### src/hdl/hrhp_pkg.sv
// Shared types and codes for the HTTP response header parser.
// No dependencies; imported by every module of the block.
package hrhp_pkg;

  localparam int ByteW = 8;
  localparam int ClassW = 3;
  localparam int StatusW = 2;

  // Byte classes reported with each result.
  localparam logic [ClassW-1:0] CL_STATUS = 3'd0;
  localparam logic [ClassW-1:0] CL_DELIM  = 3'd1;
  localparam logic [ClassW-1:0] CL_NAME   = 3'd2;
  localparam logic [ClassW-1:0] CL_VALUE  = 3'd3;
  localparam logic [ClassW-1:0] CL_BODY   = 3'd4;
  localparam logic [ClassW-1:0] CL_REJECT = 3'd5;

  // Parse status values.
  localparam logic [StatusW-1:0] ST_PARSING = 2'd0;
  localparam logic [StatusW-1:0] ST_DONE    = 2'd1;
  localparam logic [StatusW-1:0] ST_ERROR   = 2'd2;

  localparam logic [ByteW-1:0] CH_CR    = 8'h0D;
  localparam logic [ByteW-1:0] CH_LF    = 8'h0A;
  localparam logic [ByteW-1:0] CH_SPACE = 8'h20;
  localparam logic [ByteW-1:0] CH_COLON = 8'h3A;

  typedef struct packed {
    logic [ByteW-1:0]   data;
    logic [ClassW-1:0]  cls;
    logic [StatusW-1:0] status;
  } result_t;

  // Each entry holds one or two results; two is set when second holds one.
  typedef struct packed {
    logic    two;
    result_t first;
    result_t second;
  } entry_t;

endpackage

### src/hdl/hrhp_front.sv
// Front end: accepts bytes, runs the parser state machine, and builds a queue entry.
// Depends on hrhp_pkg.
module hrhp_front (
  input  logic                          clk,
  input  logic                          rst,
  input  logic [hrhp_pkg::ByteW-1:0]    in_byte,
  input  logic                          new_response,
  input  logic                          accept,
  output logic                          entry_valid,
  output hrhp_pkg::entry_t              entry
);
  import hrhp_pkg::*;

  localparam logic [3:0] PH_VER          = 4'd0;
  localparam logic [3:0] PH_VER_DELIM    = 4'd1;
  localparam logic [3:0] PH_STATUS       = 4'd2;
  localparam logic [3:0] PH_STATUS_DELIM = 4'd3;
  localparam logic [3:0] PH_REASON       = 4'd4;
  localparam logic [3:0] PH_HEADERS      = 4'd5;
  localparam logic [3:0] PH_NAME         = 4'd6;
  localparam logic [3:0] PH_NAME_DELIM   = 4'd7;
  localparam logic [3:0] PH_VALUE        = 4'd8;
  localparam logic [3:0] PH_BODY         = 4'd9;
  localparam logic [3:0] PH_ERROR        = 4'd10;

  function automatic logic [StatusW-1:0] status_of(input logic [3:0] ph);
    logic [StatusW-1:0] s;
    if (ph == PH_BODY) begin
      s = ST_DONE;
    end else if (ph >= PH_ERROR) begin
      s = ST_ERROR;
    end else begin
      s = ST_PARSING;
    end
    return s;
  endfunction

  // Expected character of the fixed token of a phase at a position.
  function automatic logic [ByteW-1:0] tok_char(input logic [3:0] ph, input logic [2:0] pos);
    logic [ByteW-1:0] c;
    c = 8'h00;
    if (ph == PH_VER) begin
      unique case (pos)
        3'd0: c = 8'h48;
        3'd1: c = 8'h54;
        3'd2: c = 8'h54;
        3'd3: c = 8'h50;
        3'd4: c = 8'h2F;
        3'd5: c = 8'h31;
        3'd6: c = 8'h2E;
        3'd7: c = 8'h30;
        default: c = 8'h00;
      endcase
    end else if (ph == PH_STATUS) begin
      c = (pos == 3'd0) ? 8'h32 : 8'h30;
    end else begin
      unique case (pos)
        3'd0: c = 8'h4F;
        3'd1: c = 8'h4B;
        3'd2: c = CH_CR;
        default: c = CH_LF;
      endcase
    end
    return c;
  endfunction

  function automatic logic [3:0] tok_len(input logic [3:0] ph);
    logic [3:0] n;
    if (ph == PH_VER) begin
      n = 4'd8;
    end else if (ph == PH_STATUS) begin
      n = 4'd3;
    end else begin
      n = 4'd4;
    end
    return n;
  endfunction

  logic [3:0] phase, phase_next;
  logic [2:0] token_pos, token_pos_next;
  logic       cr_held, cr_held_next;

  logic [3:0]        ph0, ph1, ph2, match_next;
  logic [2:0]        tp0;
  logic              crh0, done_early, emit;
  logic [ClassW-1:0] cls;
  logic [3:0]        pos_inc;
  result_t           res0, res1, res_b;
  logic [1:0]        cnt;

  always_comb begin
    ph0 = new_response ? PH_VER : phase;
    tp0 = new_response ? 3'd0 : token_pos;
    crh0 = new_response ? 1'b0 : cr_held;
    ph1 = ph0;
    res0 = '0;
    res1 = '0;
    res_b = '0;
    cnt = 2'd0;
    done_early = 1'b0;
    cr_held_next = 1'b0;

    // A held CR is resolved against this byte first.
    if (crh0 && (ph0 == PH_HEADERS || ph0 == PH_VALUE)) begin
      if (in_byte == CH_LF) begin
        ph1 = (ph0 == PH_HEADERS) ? PH_BODY : PH_HEADERS;
        res0 = '{data: CH_CR, cls: CL_DELIM, status: ST_PARSING};
        res1 = '{data: in_byte, cls: CL_DELIM, status: status_of(ph1)};
        cnt = 2'd2;
        done_early = 1'b1;
      end else if (ph0 == PH_HEADERS) begin
        ph1 = PH_NAME;
        res0 = '{data: CH_CR, cls: CL_NAME, status: ST_PARSING};
        cnt = 2'd1;
      end else begin
        res0 = '{data: CH_CR, cls: CL_VALUE, status: ST_PARSING};
        cnt = 2'd1;
      end
    end

    // Phases that hand a non-matching byte on to the next phase.
    ph2 = ph1;
    token_pos_next = tp0;
    if (ph1 == PH_VER_DELIM && in_byte != CH_SPACE) begin
      ph2 = PH_STATUS;
      token_pos_next = 3'd0;
    end else if (ph1 == PH_STATUS_DELIM && in_byte != CH_SPACE) begin
      ph2 = PH_REASON;
      token_pos_next = 3'd0;
    end else if (ph1 == PH_HEADERS && in_byte != CH_CR) begin
      ph2 = PH_NAME;
    end else if (ph1 == PH_NAME_DELIM && in_byte != CH_SPACE) begin
      ph2 = PH_VALUE;
    end

    pos_inc = {1'b0, token_pos_next} + 4'd1;
    match_next = ph2;
    if (ph2 == PH_VER) begin
      match_next = PH_VER_DELIM;
    end else if (ph2 == PH_STATUS) begin
      match_next = PH_STATUS_DELIM;
    end else begin
      match_next = PH_HEADERS;
    end

    phase_next = ph2;
    emit = 1'b1;
    cls = CL_REJECT;
    unique case (ph2)
      PH_VER, PH_STATUS, PH_REASON: begin
        if ({1'b0, token_pos_next} < tok_len(ph2) &&
            tok_char(ph2, token_pos_next) == in_byte) begin
          cls = CL_STATUS;
          if (pos_inc >= tok_len(ph2)) begin
            token_pos_next = 3'd0;
            phase_next = match_next;
          end else begin
            token_pos_next = pos_inc[2:0];
          end
        end else begin
          cls = CL_REJECT;
          token_pos_next = 3'd0;
          phase_next = PH_ERROR;
        end
      end
      PH_VER_DELIM, PH_STATUS_DELIM, PH_NAME_DELIM: cls = CL_DELIM;
      PH_HEADERS, PH_VALUE: begin
        if (in_byte == CH_CR) begin
          emit = 1'b0;
          cr_held_next = 1'b1;
        end else begin
          cls = CL_VALUE;
        end
      end
      PH_NAME: begin
        if (in_byte == CH_COLON) begin
          phase_next = PH_NAME_DELIM;
          cls = CL_DELIM;
        end else begin
          cls = CL_NAME;
        end
      end
      PH_BODY: cls = CL_BODY;
      default: begin
        phase_next = PH_ERROR;
        cls = CL_REJECT;
      end
    endcase

    if (done_early) begin
      phase_next = ph1;
      token_pos_next = tp0;
      cr_held_next = 1'b0;
    end else if (emit) begin
      res_b = '{data: in_byte, cls: cls, status: status_of(phase_next)};
      if (cnt == 2'd0) begin
        res0 = res_b;
        cnt = 2'd1;
      end else begin
        res1 = res_b;
        cnt = 2'd2;
      end
    end
  end

  assign entry_valid = accept && (cnt != 2'd0);
  assign entry = '{two: (cnt == 2'd2), first: res0, second: res1};

  always_ff @(posedge clk) begin
    if (rst) begin
      phase <= PH_VER;
      token_pos <= 3'd0;
      cr_held <= 1'b0;
    end else if (accept) begin
      phase <= phase_next;
      token_pos <= token_pos_next;
      cr_held <= cr_held_next;
    end
  end

endmodule

### src/hdl/hrhp_queue.sv
// Short register queue that decouples the parser front end from the result drain.
// Depends on hrhp_pkg.
module hrhp_queue #(
  parameter int DEPTH = 4
) (
  input  logic             clk,
  input  logic             rst,
  input  logic             wr_en,
  input  hrhp_pkg::entry_t wr_entry,
  output logic             full,
  input  logic             rd_en,
  output logic             q_empty,
  output hrhp_pkg::entry_t rd_entry
);
  import hrhp_pkg::*;

  localparam int PtrW = (DEPTH > 1) ? $clog2(DEPTH) : 1;
  localparam int CntW = $clog2(DEPTH + 1);

  entry_t slots [DEPTH];
  logic [PtrW-1:0] wr_ptr, rd_ptr;
  logic [CntW-1:0] count;
  logic do_wr, do_rd;

  assign full = (count == CntW'(DEPTH));
  assign q_empty = (count == '0);
  assign do_wr = wr_en && !full;
  assign do_rd = rd_en && !q_empty;
  assign rd_entry = slots[rd_ptr];

  always_ff @(posedge clk) begin
    if (do_wr) begin
      slots[wr_ptr] <= wr_entry;
    end
  end

  always_ff @(posedge clk) begin
    if (rst) begin
      wr_ptr <= '0;
      rd_ptr <= '0;
      count <= '0;
    end else begin
      if (do_wr) begin
        wr_ptr <= (wr_ptr == PtrW'(DEPTH - 1)) ? '0 : wr_ptr + 1'b1;
      end
      if (do_rd) begin
        rd_ptr <= (rd_ptr == PtrW'(DEPTH - 1)) ? '0 : rd_ptr + 1'b1;
      end
      if (do_wr && !do_rd) begin
        count <= count + 1'b1;
      end else if (do_rd && !do_wr) begin
        count <= count - 1'b1;
      end
    end
  end

endmodule

### src/hdl/hrhp_back.sv
// Back end: drains queue entries one result per beat and marks the final one.
// Depends on hrhp_pkg.
module hrhp_back (
  input  logic                         clk,
  input  logic                         rst,
  input  logic                         q_empty,
  input  hrhp_pkg::entry_t             head,
  output logic                         q_pop,
  output logic                         empty,
  input  logic                         pop,
  output logic [hrhp_pkg::ByteW-1:0]   out_byte,
  output logic [hrhp_pkg::ClassW-1:0]  byte_class,
  output logic [hrhp_pkg::StatusW-1:0] parse_status,
  output logic                         last
);
  import hrhp_pkg::*;

  // Set while the second result of the head entry is on the outputs.
  logic    second;
  result_t cur;
  logic    take;

  assign cur = second ? head.second : head.first;
  assign empty = q_empty;
  assign out_byte = cur.data;
  assign byte_class = cur.cls;
  assign parse_status = cur.status;
  assign last = second || !head.two;
  assign take = pop && !q_empty;
  assign q_pop = take && last;

  always_ff @(posedge clk) begin
    if (rst) begin
      second <= 1'b0;
    end else if (take) begin
      second <= !last;
    end
  end

endmodule

### src/hdl/http_response_header_parser_top.sv
// HTTP response header parser: one byte per cycle in while the queue is not full, one result per beat out.
// A byte's results are written into the entry queue and reach the outputs once earlier entries have drained.
// Throughput: one byte per cycle while the queue is not full, limited to one result per beat at the output;
// bytes that give two results drain over two beats through the entry queue.
// Reset (rst, synchronous) returns the parser to the version token and empties the queue.
module http_response_header_parser_top #(
  parameter int QUEUE_DEPTH = 4
) (
  input  logic                         clk,
  input  logic                         rst,
  input  logic [hrhp_pkg::ByteW-1:0]   in_byte,
  input  logic                         new_response,
  input  logic                         push,
  output logic                         full,
  output logic [hrhp_pkg::ByteW-1:0]   out_byte,
  output logic [hrhp_pkg::ClassW-1:0]  byte_class,
  output logic [hrhp_pkg::StatusW-1:0] parse_status,
  output logic                         last,
  output logic                         empty,
  input  logic                         pop
);
  import hrhp_pkg::*;

  logic   accept, entry_valid, q_empty, q_pop;
  entry_t entry, head;

  assign accept = push && !full;

  hrhp_front u_front (
    .clk          (clk),
    .rst          (rst),
    .in_byte      (in_byte),
    .new_response (new_response),
    .accept       (accept),
    .entry_valid  (entry_valid),
    .entry        (entry)
  );

  hrhp_queue #(
    .DEPTH (QUEUE_DEPTH)
  ) u_queue (
    .clk      (clk),
    .rst      (rst),
    .wr_en    (entry_valid),
    .wr_entry (entry),
    .full     (full),
    .rd_en    (q_pop),
    .q_empty  (q_empty),
    .rd_entry (head)
  );

  hrhp_back u_back (
    .clk          (clk),
    .rst          (rst),
    .q_empty      (q_empty),
    .head         (head),
    .q_pop        (q_pop),
    .empty        (empty),
    .pop          (pop),
    .out_byte     (out_byte),
    .byte_class   (byte_class),
    .parse_status (parse_status),
    .last         (last)
  );

endmodule

### config.mk
export PLATFORM = sky130hd
export DESIGN_NAME = http_response_header_parser_top
export DESIGN_NICKNAME = d
export VERILOG_FILES = /design/src/hdl/hrhp_pkg.sv /design/src/hdl/hrhp_front.sv /design/src/hdl/hrhp_queue.sv /design/src/hdl/hrhp_back.sv /design/src/hdl/http_response_header_parser_top.sv
export SDC_FILE = /design/constraint.sdc
export NUM_CORES = 1
export LEC_CHECK = 0
export BUFFER_PORTS_ARGS = -buffer_cell sky130_fd_sc_hd__buf_2
export CORE_MARGIN = 3
export CORE_UTILIZATION = 53
export CTS_CLUSTER_DIAMETER = 30
export DETAILED_ROUTE_END_ITERATION = 6
export PLACE_DENSITY = 0.8
export SYNTH_ARGS = -nofsm -noshare
export SYNTH_HDL_FRONTEND = slang
export SYNTH_HIERARCHICAL = 1
export SYNTH_SLANG_ARGS = --single-unit
export TNS_END_PERCENT = 50
### constraint.sdc
create_clock -name clk -period 5.75 [get_ports clk]
set_input_delay 1.15 -clock clk [delete_from_list [all_inputs] [get_ports clk]]
set_output_delay 1.15 -clock clk [all_outputs]
set_load 0.01 [all_outputs]
==> results.py <==
metrics = {
    "status": {
        "status": "finished, final reports clean",
    },
    "floorplanning": {
        "start_util": 0.546,
        "die-area_mm2": 0.0138,
        "die_y_um": 118,
        "pin_count": 29,
        "die_width_um": 118,
        "core.rowCount": 40,
        "coreArea_mm2": 0.0121,
    },
    "clocking": {
        "ctsHtreeMaxLevel": 4,
        "cts_tree": "yes",
        "clk_path_buf_depth": 2,
        "cts_buffers": 17,
        "post_cts_resized": 0,
        "clock-root-buffer": "clkbuf_16",
        "clock_sinks": 126,
        "path_clk_slew_ns": 0.05,
        "post_cts_buffers": 0,
        "insertion_delay_ns": 0.41,
        "cts_hold_buf": 0,
    },
    "finish": {
        "drive_gt1_frac": 0.249,
        "fin_util": 0.619,
        "nets": 570,
        "syn2layout_area_growth_pct": 13.5,
        "n_antenna_cell": 0,
        "num-fill-cells": 926,
        "final_area_mm2": 0.00750,
    },
    "yosys": {
        "ys_warn_count": 6,
        "syn_area_mm2": 0.00661,
        "async_flop_share": 0,
        "synthFlopType": "edfxtp_1",
        "netlist_instances": 499,
        "ys_ff_latch": 126,
        "ys_types": 83,
        "ys_seq_area_frac": 0.545,
        "syn_area_per_cell_um2": 13.2,
        "synth_edf_count": 108,
    },
    "route": {
        "vias": 4466,
        "wire_per_inst_um": 20.6,
        "vias_per_cell": 6.21,
        "drc_errors": 0,
        "wl_met3_um": 1200,
        "drt_iter0_markers": 453,
        "top_layer": "met4",
        "ant_nets": 0,
        "drt_first_pass_iters": 5,
        "routed_wl_um": 14800,
        "wl_met1_um": 5840,
        "wl_met2_um": 7360,
    },
    "worst_setup_path": {
        "worstSetupPathType": "in -> reg",
        "rr_worst_depth": 16,
        "start_kind": "input port",
        "cp_data_required_time_ns": 6.09,
        "crit_path_top_delay_cell": "o2111a_1",
        "r2r_end": "u_queue/count[2]$_SDFFE_PP0P_",
        "max_stage_delay_ns": 0.56,
        "crit_fanout": 9,
        "rrSetupSlack_ns": 1.11,
        "cp_common_cell": "a21oi_1",
        "endpoint_kind": "flop",
        "arrival_ns": 5.50,
        "path_cells": "buf_2 > nor4_4 > o2111a_1 > mux2i_4 > xnor2_1 > a21oi_1 > mux2i_1 > nor3_1 > a31oi_1 > bufinv_8 > nor2_2 > ha_1 > inv_1 > fa_1 > xor2_1 > or3_1 > a21oi_1",
        "reg2reg_from": "u_front/cr_held$_SDFFE_PP0P_",
    },
    "sta": {
        "timing.final.ws_setup_ns": 0.598,
        "fmax_mhz": 194,
        "relSlewSlack": 0.349,
        "worst_slew_pin_slew_ns": 0.976,
        "rsz0062_at_grt": "false",
        "finalHoldViolations": 0,
        "drv_slew": 0,
        "skew_ns": 0.00606,
        "finalCritPeriodShare": 0.896,
        "period_needed_ns": 5.15,
        "setup_viol": 0,
        "fin_tns_setup_ns": 0,
    },
    "hold_path": {
        "hold_path_depth": 2,
        "min_from": "u_queue/rd_ptr[0]$_SDFFE_PP0P_",
        "hp-class": "reg -> reg",
    },
    "placement": {
        "dp_slack_ns": 0.264,
        "place_congestion": 0.942,
        "placed_area_mm2": 0.00691,
        "dpl.hpwl_um": 10100,
        "portBuffers": 28,
    },
    "power_and_ir_drop": {
        "ir_drop_uv": 165,
        "pwr-share-comb": 0.223,
        "switchingPower_w": 0.000817,
        "clkPwrFrac": 0.363,
        "power_leakage_nw": 2.67,
        "p_int_w": 0.00211,
        "switching_share": 0.279,
        "power_density_mw_per_mm2": 390,
        "pwr-share-seq": 0.414,
    },
    "global_routing": {
        "grt_pass1_wl_um": 23600,
        "grt_max_degree": 28,
        "grt_usage": 0.221,
        "grt_overflow": 0,
        "antenna_found_initial": 0,
        "first_global_vias": 4489,
    },
    "run": {
        "drv_cap": 0,
    },
}
registers in the layout (all words and copies together) (netlist names), named ones only:
name and count:
u_queue/slots 108, u_front/phase 4, u_front/token_pos 3, u_queue/count 3, u_queue/rd_ptr 2, u_queue/wr_ptr 2
u_back/second 1, u_front/cr_held 1
layout by cell type (no fill, tap or decap), types with 4 or more instances in the layout:
cell type,netlist,final
mux2_2,13,13
nand4_1,4,4
and3_1,8,8
nand3_1,9,9
o21ai_0,16,16
and2_1,10,10
a221oi_1,5,5
nand2b_1,4,4
nor2b_1,11,11
clkinv_2,0,5
nand2_1,30,30
a21oi_1,23,23
xnor2_1,4,4
clkbuf_16,0,17
nor2_1,37,37
mux4_2,27,27
a21o_1,4,4
mux2i_1,4,4
inv_1,19,19
buf_4,5,13
dfxtp_1,18,17
ha_1,18,18
nor3_1,14,14
a211oi_1,4,4
edfxtp_1,108,108
nor3b_1,6,6
buf_2,5,28
logic make-up after synthesis:
family,count (synthesis),synth area share
simple gates,159,0.134
flops,126,0.545
compound gates,97,0.109
mux,46,0.126
buf+inv,44,0.0386
fa+ha+maj,19,0.0371
xor+xnor,7,0.00928
other cells,1,0.000567
area by class of cell:
class / count / area [µm²] / share of cell area
sequential: 126 / 3600 / 0.480
multi-input combinational: 330 / 2750 / 0.367
clock buffer: 17 / 425 / 0.0567
timing repair buffer: 41 / 238 / 0.0317
tap: 168 / 210 / 0.0280
clock inverter: 15 / 169 / 0.0225
inverter: 22 / 101 / 0.0135
worst max-delay path, delay by kind of cell:
| kind | cells | cell delay (ns) |
|---|---|---|
| AOI/OAI and AO/OA | 4 | 1.26 |
| and+or+nand+nor | 4 | 1.01 |
| muxes | 2 | 0.59 |
| adders and majority gates | 2 | 0.58 |
| buffers and inverters | 3 | 0.49 |
| xor gates and xnor gates | 2 | 0.40 |
power by group through the flow:
stage	clock network, W	logic, W	registers, W
2_1_floorplan	0	0.000516	0.00118
3_3_place_gp	0	0.000630	0.00122
3_5_place_dp	0	0.000643	0.00123
4_1_cts	0.00108	0.000652	0.00122
5_1_grt	0.00112	0.000709	0.00123
6_report	0.00106	0.000651	0.00121
per-stage QoR:
step,hold slack [ns],power [W],std cells
global route,0.528,0.00306,719
detailed placement,0.488,0.00188,687
global placement,0.478,0.00185,687
CTS,0.504,0.00295,719
finish,0.502,0.00293,719
floorplan,0.463,0.00170,500
synth_stat cells, types with 3 or more instances:
cell,instances,area (µm²)
nand3_1,9,45.0
a211o_1,3,26.3
a211oi_1,4,30.0
o22ai_1,3,18.8
a21oi_1,23,115
buf_2,5,25.0
a221oi_1,5,43.8
mux4_2,27,608
xnor2_1,4,35.0
nor2_1,37,139
o21ai_1,3,15.0
dfxtp_1,18,360
or3_1,3,18.8
xor2_1,3,26.3
and3_1,8,50.1
nor3b_1,6,45.0
nor3_1,14,70.1
ha_1,18,225
nand4_1,4,25.0
and2_1,10,62.6
nor2b_1,11,68.8
buf_4,5,37.5
nand3b_1,3,22.5
o31ai_2,3,37.5
inv_1,19,71.3
mux2_2,13,146
mux2i_1,4,40.0
nand2b_1,4,25.0
clkbuf_1,5,18.8
edfxtp_1,108,3240
nand2_1,30,113
a21o_1,4,30.0
o21ai_0,16,80.1
buf_6,6,67.6
worst max path at each step:
| stage | startpoint | end | slack [ns] | cells past startpoint |
|---|---|---|---|---|
| 2_1_floorplan | in_byte[2] | u_queue/count[2]$_SDFFE_PP0P_ | 0.99 | 18 |
| 3_3_place_gp | in_byte[6] | u_queue/count[2]$_SDFFE_PP0P_ | 0.42 | 17 |
| 6_report | in_byte[6] | u_queue/count[2]$_SDFFE_PP0P_ | 0.60 | 17 |
| 3_5_place_dp | in_byte[6] | u_queue/count[2]$_SDFFE_PP0P_ | 0.26 | 17 |
| 4_1_cts | in_byte[6] | u_queue/count[2]$_SDFFE_PP0P_ | 0.67 | 17 |
| 5_1_grt | in_byte[6] | u_queue/count[2]$_SDFFE_PP0P_ | 0.34 | 17 |
metal layers:
metal	vias to the layer above	global-route usage
met5	-	0
met4	0	0.0916
met3	34	0.0658
met2	216	0.360
met1	2197	0.278
li1	2019	-
Note: power is estimated with default switching activity, not from simulation.
